[config.mk]
export PLATFORM = sky130hd
export DESIGN_NAME = char_lcd_write_sequencer
export DESIGN_NICKNAME = d
export VERILOG_FILES = /design/src/hdl/clws_pkg.sv /design/src/hdl/clws_front.sv /design/src/hdl/clws_queue.sv /design/src/hdl/clws_back.sv /design/src/hdl/char_lcd_write_sequencer.sv
export VERILOG_INCLUDE_DIRS = /design/src /design/src/hdl
export SDC_FILE = /design/constraint.sdc
export NUM_CORES = 1
export LEC_CHECK = 0
export ABC_AREA = 1
export BUFFER_PORTS_ARGS = -buffer_cell sky130_fd_sc_hd__buf_2
export CAP_MARGIN = 30
export CORE_ASPECT_RATIO = 0.8
export CORE_UTILIZATION = 50
export CTS_CLUSTER_DIAMETER = 80
export DETAILED_ROUTE_END_ITERATION = 7
export HOLD_SLACK_MARGIN = 0.03
export PLACE_DENSITY_LB_ADDON = 0.1
export SLEW_MARGIN = 25
export SYNTH_ARGS = -nofsm -noshare
export SYNTH_HDL_FRONTEND = slang
export SYNTH_SLANG_ARGS = --single-unit
[constraint.sdc]
create_clock -name clk -period 5.64 [get_ports clk]
set_clock_uncertainty 0.05 [all_clocks]
set_input_delay 0.282 -clock clk [delete_from_list [all_inputs] [get_ports clk]]
set_output_delay 0.282 -clock clk [all_outputs]
set_load 0.02 [all_outputs]
[src/hdl/char_lcd_write_sequencer_macros.svh]
// Assertion helpers shared by the sequencer RTL.
// Each macro expects clk and rst_n in the calling scope.
`ifndef CHAR_LCD_WRITE_SEQUENCER_MACROS_SVH
`define CHAR_LCD_WRITE_SEQUENCER_MACROS_SVH

`ifndef ASSERT_OFF
// same-cycle implication
`define CLWS_ASSERT_IMPL(lbl, ante, cons) \
  lbl: assert property (@(posedge clk) disable iff (!rst_n) (ante) |-> (cons)) \
    else $error("sequencer check failed");
// next-cycle implication
`define CLWS_ASSERT_NEXT(lbl, ante, cons) \
  lbl: assert property (@(posedge clk) disable iff (!rst_n) (ante) |=> (cons)) \
    else $error("sequencer check failed");
`else
`define CLWS_ASSERT_IMPL(lbl, ante, cons)
`define CLWS_ASSERT_NEXT(lbl, ante, cons)
`endif

`endif

[src/hdl/clws_pkg.sv]
`timescale 1ns / 1ps

package clws_pkg;

  localparam int TICK_W = 17;
  localparam int WORD_W = 11;

  // operation codes
  typedef logic [2:0] opcode_t;
  localparam opcode_t OP_CMD   = 3'd0;
  localparam opcode_t OP_DATA  = 3'd1;
  localparam opcode_t OP_CLEAR = 3'd2;
  localparam opcode_t OP_DEC3  = 3'd3;
  localparam opcode_t OP_INIT  = 3'd4;
  localparam opcode_t OP_GLYPH = 3'd5;

  // configuration register indexes
  typedef logic [2:0] cfg_idx_t;
  localparam cfg_idx_t CFG_SETUP       = 3'd0;
  localparam cfg_idx_t CFG_STROBE      = 3'd1;
  localparam cfg_idx_t CFG_CMD_SETTLE  = 3'd2;
  localparam cfg_idx_t CFG_DATA_SETTLE = 3'd3;
  localparam cfg_idx_t CFG_POWER_UP    = 3'd4;
  localparam cfg_idx_t CFG_INIT_TAIL   = 3'd5;

  typedef logic [TICK_W-1:0] tick_t;
  localparam tick_t RST_SETUP       = 17'd1;
  localparam tick_t RST_STROBE      = 17'd2;
  localparam tick_t RST_CMD_SETTLE  = 17'd11389;
  localparam tick_t RST_DATA_SETTLE = 17'd278;
  localparam tick_t RST_POWER_UP    = 17'd104167;
  localparam tick_t RST_INIT_TAIL   = 17'd10417;

  // LCD command and character codes
  localparam logic [7:0] LCD_FUNC_SET = 8'h38;
  localparam logic [7:0] LCD_ENTRY    = 8'h06;
  localparam logic [7:0] LCD_DISP_ON  = 8'h0c;
  localparam logic [7:0] LCD_ERASE    = 8'h01;
  localparam logic [7:0] LCD_CGRAM    = 8'h40;
  localparam logic [7:0] LCD_DDRAM    = 8'h80;
  localparam logic [7:0] CH_SPACE     = 8'h20;
  localparam logic [7:0] CH_ZERO      = 8'h30;

  // decimal conversion steps
  localparam logic [2:0] CV_QUOT = 3'd0;  // value / 1000 estimate
  localparam logic [2:0] CV_MOD  = 3'd1;  // value mod 1000
  localparam logic [2:0] CV_HUND = 3'd2;  // hundreds digit
  localparam logic [2:0] CV_HREM = 3'd3;  // strip hundreds
  localparam logic [2:0] CV_TENS = 3'd4;  // tens digit
  localparam logic [2:0] CV_TREM = 3'd5;  // strip tens, units remain
  localparam logic [2:0] CV_DONE = 3'd6;

  // reciprocal multipliers: x*67109>>26 = x/1000 for 16-bit x,
  // x*41>>12 = x/100 for x < 1000, x*205>>11 = x/10 for x < 100
  localparam logic [16:0] RCP_DIV1000 = 17'd67109;
  localparam logic [15:0] RCP_DIV100  = 16'd41;
  localparam logic [15:0] RCP_DIV10   = 16'd205;
  localparam logic [15:0] DEC_1000    = 16'd1000;
  localparam logic [15:0] DEC_100     = 16'd100;
  localparam logic [15:0] DEC_10      = 16'd10;

  // queue sizing
  localparam int QDEPTH = 2;
  localparam int QPTR_W = $clog2(QDEPTH);
  localparam int QCNT_W = $clog2(QDEPTH + 1);

  // one classified operation, as the back end consumes it
  typedef struct packed {
    opcode_t     op;
    logic [7:0]  b0;
    logic [7:0]  b1;
    logic [7:0]  b2;
    logic [2:0]  slot;
    logic [55:0] rows;
  } job_t;

  typedef struct packed {
    tick_t setup;
    tick_t strobe;
    tick_t cmd_settle;
    tick_t data_settle;
    tick_t power_up;
    tick_t init_tail;
  } cfg_t;

  // number of bus writes an operation expands into
  function automatic logic [3:0] job_writes(input opcode_t op);
    logic [3:0] n;
    n = 4'd0;
    unique case (op)
      OP_CMD, OP_DATA, OP_CLEAR: n = 4'd1;
      OP_DEC3:                   n = 4'd3;
      OP_INIT:                   n = 4'd4;
      OP_GLYPH:                  n = 4'd11;
      default:                   n = 4'd0;
    endcase
    return n;
  endfunction

  // {rs, byte} of bus write w of a job
  function automatic logic [8:0] job_byte(input job_t j, input logic [3:0] w);
    logic [8:0] r;
    r = 9'd0;
    unique case (j.op)
      OP_CMD:   r = {1'b0, j.b0};
      OP_DATA:  r = {1'b1, j.b0};
      OP_CLEAR: r = {1'b0, LCD_ERASE};
      OP_DEC3: begin
        unique case (w)
          4'd0:    r = {1'b1, j.b0};
          4'd1:    r = {1'b1, j.b1};
          default: r = {1'b1, j.b2};
        endcase
      end
      OP_INIT: begin
        unique case (w)
          4'd0:    r = {1'b0, LCD_FUNC_SET};
          4'd1:    r = {1'b0, LCD_ENTRY};
          4'd2:    r = {1'b0, LCD_DISP_ON};
          default: r = {1'b0, LCD_ERASE};
        endcase
      end
      OP_GLYPH: begin
        unique case (w)
          4'd0:    r = {1'b0, LCD_CGRAM | {2'b00, j.slot, 3'b000}};
          4'd1:    r = {1'b1, j.rows[7:0]};
          4'd2:    r = {1'b1, j.rows[15:8]};
          4'd3:    r = {1'b1, j.rows[23:16]};
          4'd4:    r = {1'b1, j.rows[31:24]};
          4'd5:    r = {1'b1, j.rows[39:32]};
          4'd6:    r = {1'b1, j.rows[47:40]};
          4'd7:    r = {1'b1, j.rows[55:48]};
          4'd8:    r = {1'b1, 8'h00};
          4'd9:    r = {1'b0, LCD_DDRAM};
          default: r = {1'b1, 5'b00000, j.slot};
        endcase
      end
      default: r = 9'd0;
    endcase
    return r;
  endfunction

endpackage

[src/hdl/clws_front.sv]
`timescale 1ns / 1ps

module clws_front import clws_pkg::*; (
  input  logic        clk,
  input  logic        rst_n,
  input  logic        in_valid,
  output logic        in_stall,
  input  opcode_t     in_opcode,
  input  logic [7:0]  in_byte_value,
  input  logic [15:0] in_number,
  input  logic [2:0]  in_glyph_slot,
  input  logic [55:0] in_glyph_rows,
  output logic        push_valid,
  output job_t        push_job,
  input  logic        q_full
);

  logic        conv_r, conv_nxt;
  logic [2:0]  k_r, k_nxt;
  logic [15:0] rem_r, rem_nxt;
  logic [6:0]  quo_r, quo_nxt;
  logic [3:0]  hund_r, hund_nxt;
  logic [3:0]  tens_r, tens_nxt;
  logic        lt100_r, lt100_nxt;
  logic        lt10_r, lt10_nxt;

  logic        in_acc;
  logic        is_dec;
  logic        op_ok;
  logic [32:0] prod_q;
  logic [15:0] quo_k;
  logic [15:0] prod_h;
  logic [15:0] hund_k;
  logic [15:0] prod_t;
  logic [15:0] tens_k;

  assign in_stall = conv_r || q_full;
  assign in_acc   = in_valid && !in_stall;
  assign is_dec   = in_opcode == OP_DEC3;
  assign op_ok    = in_opcode <= OP_GLYPH;

  // one short multiply step per cycle
  assign prod_q = rem_r * RCP_DIV1000;
  assign quo_k  = {9'd0, quo_r} * DEC_1000;
  assign prod_h = {6'd0, rem_r[9:0]} * RCP_DIV100;
  assign hund_k = {12'd0, hund_r} * DEC_100;
  assign prod_t = {9'd0, rem_r[6:0]} * RCP_DIV10;
  assign tens_k = {12'd0, tens_r} * DEC_10;

  // item to the queue: direct for simple ops, after conversion for decimal
  always_comb begin
    push_job = '0;
    if (conv_r) begin
      push_valid  = k_r == CV_DONE;
      push_job.op = OP_DEC3;
      push_job.b0 = lt100_r ? CH_SPACE : (CH_ZERO | {4'b0000, hund_r});
      push_job.b1 = lt10_r ? CH_SPACE : (CH_ZERO | {4'b0000, tens_r});
      push_job.b2 = CH_ZERO | {4'b0000, rem_r[3:0]};
    end else begin
      push_valid    = in_valid && op_ok && !is_dec;
      push_job.op   = in_opcode;
      push_job.b0   = in_byte_value;
      push_job.slot = in_glyph_slot;
      push_job.rows = in_glyph_rows;
    end
  end

  // conversion sequencer
  always_comb begin
    conv_nxt  = conv_r;
    k_nxt     = k_r;
    rem_nxt   = rem_r;
    quo_nxt   = quo_r;
    hund_nxt  = hund_r;
    tens_nxt  = tens_r;
    lt100_nxt = lt100_r;
    lt10_nxt  = lt10_r;
    if (!conv_r) begin
      if (in_acc && is_dec) begin
        conv_nxt  = 1'b1;
        k_nxt     = CV_QUOT;
        rem_nxt   = in_number;
        quo_nxt   = 7'd0;
        hund_nxt  = 4'd0;
        tens_nxt  = 4'd0;
        lt100_nxt = in_number < 16'd100;
        lt10_nxt  = in_number < 16'd10;
      end
    end else if (k_r != CV_DONE) begin
      k_nxt = k_r + 3'd1;
      unique case (k_r)
        CV_QUOT: quo_nxt  = prod_q[32:26];
        CV_MOD:  rem_nxt  = rem_r - quo_k;
        CV_HUND: hund_nxt = prod_h[15:12];
        CV_HREM: rem_nxt  = rem_r - hund_k;
        CV_TENS: tens_nxt = prod_t[14:11];
        CV_TREM: rem_nxt  = rem_r - tens_k;
        default: ;
      endcase
    end else if (!q_full) begin
      conv_nxt = 1'b0;
    end
  end

  always_ff @(posedge clk) begin
    if (!rst_n) begin
      conv_r <= 1'b0;
      k_r    <= CV_QUOT;
    end else begin
      conv_r <= conv_nxt;
      k_r    <= k_nxt;
    end
  end

  always_ff @(posedge clk) begin
    rem_r   <= rem_nxt;
    quo_r   <= quo_nxt;
    hund_r  <= hund_nxt;
    tens_r  <= tens_nxt;
    lt100_r <= lt100_nxt;
    lt10_r  <= lt10_nxt;
  end

endmodule

[src/hdl/clws_queue.sv]
`timescale 1ns / 1ps

module clws_queue import clws_pkg::*; (
  input  logic clk,
  input  logic rst_n,
  input  logic push_valid,
  input  job_t push_job,
  output logic full,
  input  logic pop,
  output logic empty,
  output job_t pop_job
);

  job_t              mem_r [QDEPTH];
  logic [QPTR_W-1:0] wr_ptr_r, wr_ptr_nxt;
  logic [QPTR_W-1:0] rd_ptr_r, rd_ptr_nxt;
  logic [QCNT_W-1:0] cnt_r, cnt_nxt;
  logic              push_fire;
  logic              pop_fire;

  assign full      = cnt_r == QCNT_W'(QDEPTH);
  assign empty     = cnt_r == '0;
  assign push_fire = push_valid && !full;
  assign pop_fire  = pop && !empty;
  assign pop_job   = mem_r[rd_ptr_r];

  // pointers wrap at the depth
  always_comb begin
    wr_ptr_nxt = wr_ptr_r;
    rd_ptr_nxt = rd_ptr_r;
    cnt_nxt    = cnt_r;
    if (push_fire) begin
      wr_ptr_nxt = (wr_ptr_r == QPTR_W'(QDEPTH - 1)) ? '0 : wr_ptr_r + QPTR_W'(1);
    end
    if (pop_fire) begin
      rd_ptr_nxt = (rd_ptr_r == QPTR_W'(QDEPTH - 1)) ? '0 : rd_ptr_r + QPTR_W'(1);
    end
    if (push_fire && !pop_fire) begin
      cnt_nxt = cnt_r + QCNT_W'(1);
    end else if (pop_fire && !push_fire) begin
      cnt_nxt = cnt_r - QCNT_W'(1);
    end
  end

  always_ff @(posedge clk) begin
    if (!rst_n) begin
      wr_ptr_r <= '0;
      rd_ptr_r <= '0;
      cnt_r    <= '0;
    end else begin
      wr_ptr_r <= wr_ptr_nxt;
      rd_ptr_r <= rd_ptr_nxt;
      cnt_r    <= cnt_nxt;
    end
  end

  always_ff @(posedge clk) begin
    if (push_fire) begin
      mem_r[wr_ptr_r] <= push_job;
    end
  end

endmodule

[src/hdl/clws_back.sv]
`timescale 1ns / 1ps

module clws_back import clws_pkg::*; (
  input  logic              clk,
  input  logic              rst_n,
  input  cfg_t              cfg,
  input  logic              q_empty,
  input  job_t              q_job,
  output logic              q_pop,
  output logic              out_valid,
  input  logic              out_stall,
  output logic [WORD_W-1:0] out_port_word,
  output logic              out_write_valid,
  output tick_t             out_hold_ticks,
  output logic              out_last
);

  // sequencer states
  localparam logic [1:0] BK_IDLE = 2'd0;
  localparam logic [1:0] BK_PRE  = 2'd1;
  localparam logic [1:0] BK_WR   = 2'd2;
  localparam logic [1:0] BK_TAIL = 2'd3;

  // strobe phases of one bus write
  localparam logic [1:0] PH_SETUP  = 2'd0;
  localparam logic [1:0] PH_STROBE = 2'd1;
  localparam logic [1:0] PH_SETTLE = 2'd2;

  logic [1:0]        st_r, st_nxt;
  job_t              job_r, job_nxt;
  logic [3:0]        w_r, w_nxt;
  logic [1:0]        ph_r, ph_nxt;
  logic [3:0]        nw_r, nw_nxt;

  logic              out_valid_r, out_valid_nxt;
  logic [WORD_W-1:0] word_r, word_nxt;
  logic              wv_r, wv_nxt;
  tick_t             hold_r, hold_nxt;
  logic              last_r, last_nxt;

  logic              advance;
  logic              emit;
  logic [8:0]        wb;
  logic              wr_last;
  logic              res_last;
  logic [WORD_W-1:0] res_word;
  logic              res_wv;
  tick_t             res_hold;

  assign advance  = !out_valid_r || !out_stall;
  assign emit     = advance && (st_r != BK_IDLE);
  assign wb       = job_byte(job_r, w_r);
  assign wr_last  = (ph_r == PH_SETTLE) && (w_r == nw_r - 4'd1);
  assign res_last = (st_r == BK_TAIL) ||
                    ((st_r == BK_WR) && wr_last && (job_r.op != OP_INIT));
  assign q_pop    = !q_empty && ((st_r == BK_IDLE) || (emit && res_last));

  // current result
  always_comb begin
    res_word = '0;
    res_wv   = 1'b0;
    res_hold = '0;
    unique case (st_r)
      BK_PRE: res_hold = cfg.power_up;
      BK_TAIL: res_hold = cfg.init_tail;
      BK_WR: begin
        res_word = {ph_r == PH_STROBE, wb[8], 1'b0, wb[7:0]};
        res_wv   = 1'b1;
        unique case (ph_r)
          PH_SETUP:  res_hold = cfg.setup;
          PH_STROBE: res_hold = cfg.strobe;
          default:   res_hold = wb[8] ? cfg.data_settle : cfg.cmd_settle;
        endcase
      end
      default: res_hold = '0;
    endcase
  end

  // step through the job; a new job loads as the last result goes out
  always_comb begin
    st_nxt  = st_r;
    job_nxt = job_r;
    w_nxt   = w_r;
    ph_nxt  = ph_r;
    nw_nxt  = nw_r;
    if (emit) begin
      unique case (st_r)
        BK_PRE:  st_nxt = BK_WR;
        BK_TAIL: st_nxt = BK_IDLE;
        BK_WR: begin
          if (ph_r == PH_SETTLE) begin
            ph_nxt = PH_SETUP;
            if (wr_last) begin
              st_nxt = (job_r.op == OP_INIT) ? BK_TAIL : BK_IDLE;
            end else begin
              w_nxt = w_r + 4'd1;
            end
          end else begin
            ph_nxt = ph_r + 2'd1;
          end
        end
        default: st_nxt = BK_IDLE;
      endcase
    end
    if (q_pop) begin
      job_nxt = q_job;
      w_nxt   = 4'd0;
      ph_nxt  = PH_SETUP;
      nw_nxt  = job_writes(q_job.op);
      st_nxt  = (q_job.op == OP_INIT) ? BK_PRE : BK_WR;
    end
  end

  // output register
  always_comb begin
    out_valid_nxt = out_valid_r;
    word_nxt      = word_r;
    wv_nxt        = wv_r;
    hold_nxt      = hold_r;
    last_nxt      = last_r;
    if (advance) begin
      out_valid_nxt = emit;
      word_nxt      = res_word;
      wv_nxt        = res_wv;
      hold_nxt      = res_hold;
      last_nxt      = res_last;
    end
  end

  always_ff @(posedge clk) begin
    if (!rst_n) begin
      st_r        <= BK_IDLE;
      w_r         <= 4'd0;
      ph_r        <= PH_SETUP;
      nw_r        <= 4'd0;
      out_valid_r <= 1'b0;
    end else begin
      st_r        <= st_nxt;
      w_r         <= w_nxt;
      ph_r        <= ph_nxt;
      nw_r        <= nw_nxt;
      out_valid_r <= out_valid_nxt;
    end
  end

  always_ff @(posedge clk) begin
    job_r  <= job_nxt;
    word_r <= word_nxt;
    wv_r   <= wv_nxt;
    hold_r <= hold_nxt;
    last_r <= last_nxt;
  end

  assign out_valid       = out_valid_r;
  assign out_port_word   = word_r;
  assign out_write_valid = wv_r;
  assign out_hold_ticks  = hold_r;
  assign out_last        = last_r;

endmodule

[src/hdl/char_lcd_write_sequencer.sv]
`timescale 1ns / 1ps
`include "char_lcd_write_sequencer_macros.svh"

// Character-LCD write sequencer. Each accepted item with a used opcode is one
// LCD operation that comes out as a run of results, one per clock while
// out_stall is low: a command, data or clear op gives 3 results, decimal3
// gives 9, init gives 14 and glyph load gives 33, the final one flagged by
// out_last; spare opcodes give none. The back-end sequencer emits one result
// per cycle while out_stall is low and starts the next queued operation as
// the last result of the current one goes out. The front end takes a new item
// every cycle while the two-entry queue has room and no decimal3 conversion
// is running; a decimal3 item holds in_stall (longer while the queue is full)
// while a small reciprocal-multiply unit extracts its digits. cfg_ready is always
// high; write timing registers only while the block is idle. Reset is
// synchronous, active low, and restores the default hold counts.
module char_lcd_write_sequencer import clws_pkg::*; (
  input  logic              clk,
  input  logic              rst_n,
  input  logic              in_valid,
  output logic              in_stall,
  input  logic [2:0]        in_opcode,
  input  logic [7:0]        in_byte_value,
  input  logic [15:0]       in_number,
  input  logic [2:0]        in_glyph_slot,
  input  logic [55:0]       in_glyph_rows,
  output logic              out_valid,
  input  logic              out_stall,
  output logic [WORD_W-1:0] out_port_word,
  output logic              out_write_valid,
  output logic [TICK_W-1:0] out_hold_ticks,
  output logic              out_last,
  input  logic              cfg_valid,
  output logic              cfg_ready,
  input  logic [2:0]        cfg_index,
  input  logic [TICK_W-1:0] cfg_data
);

  cfg_t cfg_r, cfg_nxt;
  logic push_valid;
  job_t push_job;
  logic q_full;
  logic q_empty;
  logic q_pop;
  job_t q_job;

  // timing registers
  assign cfg_ready = 1'b1;

  always_comb begin
    cfg_nxt = cfg_r;
    if (cfg_valid && cfg_ready) begin
      unique case (cfg_index)
        CFG_SETUP:       cfg_nxt.setup       = cfg_data;
        CFG_STROBE:      cfg_nxt.strobe      = cfg_data;
        CFG_CMD_SETTLE:  cfg_nxt.cmd_settle  = cfg_data;
        CFG_DATA_SETTLE: cfg_nxt.data_settle = cfg_data;
        CFG_POWER_UP:    cfg_nxt.power_up    = cfg_data;
        CFG_INIT_TAIL:   cfg_nxt.init_tail   = cfg_data;
        default:         cfg_nxt             = cfg_r;
      endcase
    end
  end

  always_ff @(posedge clk) begin
    if (!rst_n) begin
      cfg_r.setup       <= RST_SETUP;
      cfg_r.strobe      <= RST_STROBE;
      cfg_r.cmd_settle  <= RST_CMD_SETTLE;
      cfg_r.data_settle <= RST_DATA_SETTLE;
      cfg_r.power_up    <= RST_POWER_UP;
      cfg_r.init_tail   <= RST_INIT_TAIL;
    end else begin
      cfg_r <= cfg_nxt;
    end
  end

  clws_front u_front (
    .clk           (clk),
    .rst_n         (rst_n),
    .in_valid      (in_valid),
    .in_stall      (in_stall),
    .in_opcode     (in_opcode),
    .in_byte_value (in_byte_value),
    .in_number     (in_number),
    .in_glyph_slot (in_glyph_slot),
    .in_glyph_rows (in_glyph_rows),
    .push_valid    (push_valid),
    .push_job      (push_job),
    .q_full        (q_full)
  );

  clws_queue u_queue (
    .clk        (clk),
    .rst_n      (rst_n),
    .push_valid (push_valid),
    .push_job   (push_job),
    .full       (q_full),
    .pop        (q_pop),
    .empty      (q_empty),
    .pop_job    (q_job)
  );

  clws_back u_back (
    .clk             (clk),
    .rst_n           (rst_n),
    .cfg             (cfg_r),
    .q_empty         (q_empty),
    .q_job           (q_job),
    .q_pop           (q_pop),
    .out_valid       (out_valid),
    .out_stall       (out_stall),
    .out_port_word   (out_port_word),
    .out_write_valid (out_write_valid),
    .out_hold_ticks  (out_hold_ticks),
    .out_last        (out_last)
  );

  // back end only pops a filled queue
  `CLWS_ASSERT_IMPL(a_pop_nonempty, q_pop, !q_empty)
  // unused opcodes never reach the queue
  `CLWS_ASSERT_IMPL(a_push_op_legal, push_valid && !q_full, push_job.op <= OP_GLYPH)
  // a pure wait carries an all-zero port word
  `CLWS_ASSERT_IMPL(a_wait_word_zero, out_valid && !out_write_valid, out_port_word == '0)
  // an accepted decimal item occupies the converter
  `CLWS_ASSERT_NEXT(a_dec_stalls, in_valid && !in_stall && in_opcode == OP_DEC3, in_stall)

endmodule

# Yosys cells after proc, flatten, opt, wreduce, memory -nomap -nowiden
# Memories as Yosys holds them, arrays and structs flattened. A register that Yosys moved wholly into a read port is not among the register bits.
# Cells that the tools add are included.
dict set report word_totals {
  n_memories 1
  out_inout_bits 33
  elab_cells 212
  mem_bits_rw 172
  register_bits 272
}
# memory words word_bits read_ports rd_clocked_by_memory_dff write_ports line
set memory_table {}
lappend memory_table {u_queue.mem_r 2 86 1 1 1 clws_queue.sv:14} ;# job_t mem_r [QDEPTH];
dict set report op_classes {
  muxes 53
  n_addsub 11
  bitwise 3
  multipliers 6
  n_reduce_logical 55
  magnitude_cmp 3
  n_eq_ne 47
}
# op count
set ops {}
lappend ops {{$pmux 9 s10} 1}
lappend ops {{$mux 16} 4}
lappend ops {{$mux 59} 1}
lappend ops {{$pmux 9 s6} 1}
lappend ops {{$pmux 17 s3} 1}
lappend ops {{$pmux 16 s3} 1}
lappend ops {{$pmux 17 s2} 1}
lappend ops {{$mul 16x17->33 const B} 1}
lappend ops {{$mux 4} 7}
lappend ops {{$mux 7} 4}
lappend ops {{$eq 3x2->1 const B} 9}
lappend ops {{$eq 3x3->1 const B} 9}
lappend ops {{$mux 2} 9}
lappend ops {{$pmux 6 s3} 1}
lappend ops {{$reduce_and 2->1} 9}
lappend ops {{$mux 17} 1}
lappend ops {{$eq 4x3->1 const B} 4}
lappend ops {{$lt 16x4->1 const B} 1}
lappend ops {{$lt 16x7->1 const B} 1}
lappend ops {{$mul 10x6->16 const B} 1}
lappend ops {{$pmux 4 s4} 1}
lappend ops {{$pmux 8 s2} 1}
lappend ops {{$sub 16x11->16} 1}
lappend ops {{$sub 16x16->16} 1}
lappend ops {{40 further kinds} 107}

# Logic depth before layout (Yosys ltp)
dict set report logic_depth {
  word_depth 13
  ltp_mapped 26
}

# Hierarchy
# Synthesis repeated with hierarchy kept, for this count alone.
dict set report hier_totals {
  cells_unflattened 3023
  area_unflattened_um2 27956.8
}
# module cells_each area_each_um2 seq_area_each_um2 instances
set modules_own_cells {}
lappend modules_own_cells {clws_front 1519 10960.5 1071.0 1}
lappend modules_own_cells {clws_queue 306 6651.4 5265.0 1}
lappend modules_own_cells {clws_back 642 6373.6 3713.6 1}
lappend modules_own_cells {char_lcd_write_sequencer 556 3971.3 2042.0 1}

# Worst setup path after synthesis
# No wires, ideal clock.
dict set report synth_timing {
  path_kind {reg2reg}
  start {register u_front.quo_r[1]}
  end {register u_front.rem_r[15], data pin}
  synth_period_minus_slack_ns 5.197
  slack_ns 0.443
  stages_incl_launch_ff 27
  setup_time_ns 0.253
  t_arrival_ns 4.894
  path_cell_list {edfxtp_1 -> fa_1 -> xor2_1 -> ha_1 -> inv_1 -> fa_1 -> fa_1 -> inv_1 -> ha_1 -> a21oi_1 -> nand2_1 -> a21oi_1 -> o21bai_1 -> a21o_1 -> a21oi_1 -> xor2_1 -> ha_1 -> inv_1 -> nor3_1 -> inv_1 -> or2_2 -> nand3_1 -> inv_1 -> nand3_1 -> nand3_1 -> nand2_1 -> nor2_1}
}
dict set report synth_via {
  elab_chain_len 5
}
# element line
set synth_rtl {}
lappend synth_rtl {{start: declaration} clws_front.sv:21} ;# logic [6:0] quo_r, quo_nxt;
lappend synth_rtl {{start signal: assignment} clws_front.sv:117} ;# quo_r <= quo_nxt;
lappend synth_rtl {{$mul 7x7->13} clws_front.sv:44} ;# assign quo_k = {9'd0, quo_r} * DEC_1000;
lappend synth_rtl {{$sub 16x16->16} clws_front.sv:93} ;# CV_MOD: rem_nxt = rem_r - quo_k;
lappend synth_rtl {{$pmux 16 s3} clws_front.sv:91} ;# unique case (k_r)
lappend synth_rtl {{$mux 16} clws_front.sv:89} ;# end else if (k_r != CV_DONE) begin
lappend synth_rtl {{$mux 16} clws_front.sv:78} ;# if (!conv_r) begin
lappend synth_rtl {{named net u_front.rem_nxt[15]} clws_front.sv:20} ;# logic [15:0] rem_r, rem_nxt;
lappend synth_rtl {{end signal: assignment} clws_front.sv:116} ;# rem_r <= rem_nxt;
lappend synth_rtl {{end: declaration} clws_front.sv:20}
# The timed path passes the listed nets, and every way through them passes these cells. The select of a mux whose other input is x is not followed.
# A chain may end at the register's enable or synchronous reset.

# Worst setup path in the final report
# Same ends and word-level chain as after synthesis.

==> impl_metrics.ini <==
[status]
outcome = complete, no violations

[floorplan]
fp.dieW_um = 256
core_area_um2 = 51000
rows = 74
start_util_pct = 50.6
die_h_um = 205
dieArea_um2 = 52600
top_level_ports = 144

[sta]
hold_viol_final = 0
finalCritPeriodShare_pct = 94.0
min_period_ns = 5.30
finalSetupTns_ns = 0
final-max-slew-violation-count = 0
rsz0062_at_grt = false
slew_headroom_pct = 32.8
tightest_slew_ns = 1.00
fmax_ghz = 0.189
setup_viol = 0

[worst_hold_path]
hold_start = in_glyph_rows[2]
min_path_type = input pin to flip-flop

[pwr]
internal_power_w = 0.00769
power.leakage_nw = 13.8
ir_worst_vdd_mv = 0.295
p_sw_share_pct = 37.8
switching_power_w = 0.00467
p_comb_share_pct = 41.2
pwr-share-seq_pct = 35.3
powerDensity_nw_per_um2 = 414
p_clk_share_pct = 23.4

[finish]
fin_util_pct = 58.5
stdcell_area_um2 = 29800
nFillCells = 4479
drive_gt1_share_pct = 11.7
area_growth_pct = 15.5
nets = 3460

[detailed_routing]
drc_errors = 0
ant_nets = 0
vias = 19800
via_per_inst = 5.33
dr.pass1.iters = 8
wirelength_mm = 66.6
drt_iter0_drc = 1546
wl_per_cell_um = 17.9

[run]
maxCapViolations = 0

[global_routing]
grt_pass1_wl_mm = 106
grt_overflow = 0
track_usage_pct = 25.6
antenna_found_initial = 1
grt_max_degree = 79
grt_pass1_vias = 19700

[synth]
ys_types = 52
synth-edff-count = 302
ys.flop_type = edfxtp_1
synth_top_area_share_pct = 35.1
async_flop_share_pct = 0
syn_nets = 3217
postSynthCellCount = 2756
synth_area_per_cell_um2 = 9.37
netlist_area_um2 = 25800
yosysSeqAreaShare_pct = 44.7
yosysMostFrequentCell = inv_1
ys_ff_latch = 426
ys.warnings.count = 0
yosys-top-cells-count = inv_1 (444), nand2_1 (391), edfxtp_1 (302)
yosys-top-cells-area = edfxtp_1 (35%), ha_1 (13%), dfxtp_1 (9.6%), inv_1 (6.5%), nand2_1 (5.7%)
yosys.area.top_type = edfxtp_1

[clock_tree]
numCtsBuffers = 44
cts_max_level = 2
insertion_delay_ns = 0.59
root_buffer = clkbuf_16
cts_tree = yes
path_clk_slew_ns = 0.06
numClockSinks = 426
ctsLongestPathBuffers = 3

[placed_design]
port_buffers = 141
dpl.hpwl_mm = 46.7
gp_congestion = 0.873
dpl_cell_area_um2 = 27400

[critical_path]
crit_fanout = 6
worstSetupStartpoint = u_front.quo_r[1]$_SDFFCE_PN0P_
start_kind = flip-flop
timing.rr.start = u_front.quo_r[1]$_SDFFCE_PN0P_
endpoint_kind = flip-flop
path_class = flip-flop to flip-flop
worstPathArrival_ns = 5.59
required_ns = 5.93
[layer usage]
| metal | track usage (%) | vias up | share of wire, % |
|---|---|---|---|
| li1 | - | 9728 | - |
| met1 | 35.3 | 9377 | 46 |
| met2 | 41.7 | 585 | 46 |
| met3 | 3.20 | 117 | 5.5 |
| met4 | 8.60 | 0 | 2.9 |
| met5 | 0 | - | 0 |
[what timing repair did]
| action | 4_1_cts | 5_1_grt |
|---|---|---|
| resized for setup | 0 | 4 |
| buffers inserted | 0 | 2 |
| endpoints found under the hold margin | 230 | 0 |
| endpoints found under the setup margin | 0 | 1 |
| hold buffers | 90 | 0 |
[power by group through the flow]
| stage | Combinational, W | Clock (W) | Sequential (W) |
|---|---|---|---|
| 6_report | 0.00510 | 0.00290 | 0.00437 |
| 5_1_grt | 0.00581 | 0.00306 | 0.00442 |
| 4_1_cts | 0.00504 | 0.00294 | 0.00437 |
| 3_5_place_dp | 0.00495 | 0 | 0.00442 |
| 3_3_place_gp | 0.00486 | 0 | 0.00442 |
| 2_1_floorplan | 0.00359 | 0 | 0.00444 |
[critical path: stages, from the launching register on]
cell and delay, ns:
edfxtp_1 0.42, buf_4 0.20, fa_1 0.53, inv_1 0.05
fa_1 0.50, inv_1 0.05, fa_1 0.45, ha_1 0.31
ha_1 0.36, nand2_1 0.08, inv_1 0.05, nand3_1 0.06
inv_1 0.06, a21oi_1 0.21, o21ai_0 0.13, xnor2_1 0.14
ha_1 0.38, inv_1 0.09, nor3_2 0.22, inv_1 0.05
or2_2 0.28, nand3_1 0.09, inv_1 0.05, nand3_1 0.07
nand3_1 0.07, nand2_1 0.07, nor2_1 0.04
[cells in the final DEF (no fill, tap or decap), drive strengths merged, types with 3 or more instances in the layout]
cell type    count
clkbuf          64
a22o            22
clkinv          16
ha             277
a31oi           14
a221oi           5
nand2          397
o31ai            3
xor2            12
edfxtp         302
o2111ai          3
inv            449
dfxtp          124
or2             10
o21a             7
a21boi           4
buf            183
nand4           26
xnor2            9
fa              73
o21bai           3
nand3          164
dlygate4sd3     90
mux2            77
nor3            18
nor2           299
a21o            12
a211oi           6
a21oi          164
nor4             5
o211ai          16
o21ai          162
[final timing paths]
check                                       end  slack [ns]  depth (start not counted)
setup / recovery    u_front.rem_r[15]$_DFFE_PP_        0.34                         26
hold / removal    u_queue.mem_r[1][2]$_DFFE_PP_        0.04                          3
setup reg to reg    u_front.rem_r[15]$_DFFE_PP_        0.34                         26
hold reg to reg          cfg_r[45]$_SDFFE_PN0P_        0.40                          2
[sequential cells by signal, summed over array words and instances (netlist names), 2 cells and up, named ones only]
register,flops
u_queue.cnt_r,2
u_front.hund_r,4
u_front.k_r,3
u_back.w_r,4
u_back.ph_r,2
u_back.out_hold_ticks,17
u_front.rem_r,16
u_back.st_r,2
u_queue.mem_r,160
u_front.quo_r,7
u_back.job_r,80
u_back.nw_r,4
u_back.out_port_word,10
u_front.tens_r,4
cfg_r,102
[cells by family (layout without fill, tap and decap cells)]
group / Yosys count / after routing / share of synthesized area (%)
and+or+nand+nor: 924 / 924 / 15.0
other: 2 / 3 / 0.0291
adders and majority gates: 350 / 350 / 19.1
muxes: 77 / 77 / 3.36
buffers and inverters: 528 / 805 / 7.79
AOI/OAI and AO/OA: 428 / 428 / 9.38
xor gates and xnor gates: 21 / 21 / 0.712
DFF: 426 / 426 / 44.7
[metrics by stage]
step,total power [W],worst slack [ns],std cells,hold WS [ns]
floorplan,0.00803,0.443,2756,0.357
global route,0.0133,0.0174,3718,0.0435
CTS,0.0124,0.109,3712,0.0315
finish,0.0124,0.339,3718,0.0356
detailed placement,0.00938,0.147,3542,0.394
global placement,0.00928,0.231,3541,0.378
[layout make-up]
type / count / area, µm² / share of cell area, %
multi-input cells: 1802 / 12300 / 41.3
diodes: 1 / 2.50 / 0.00839
clock inverters: 16 / 178 / 0.596
flip-flops and latches: 426 / 11600 / 38.7
repair buffers: 273 / 1960 / 6.58
clock buffers: 64 / 1260 / 4.22
well taps: 684 / 856 / 2.87
inverters: 452 / 1700 / 5.70
Power figures use the tool's default switching activity.
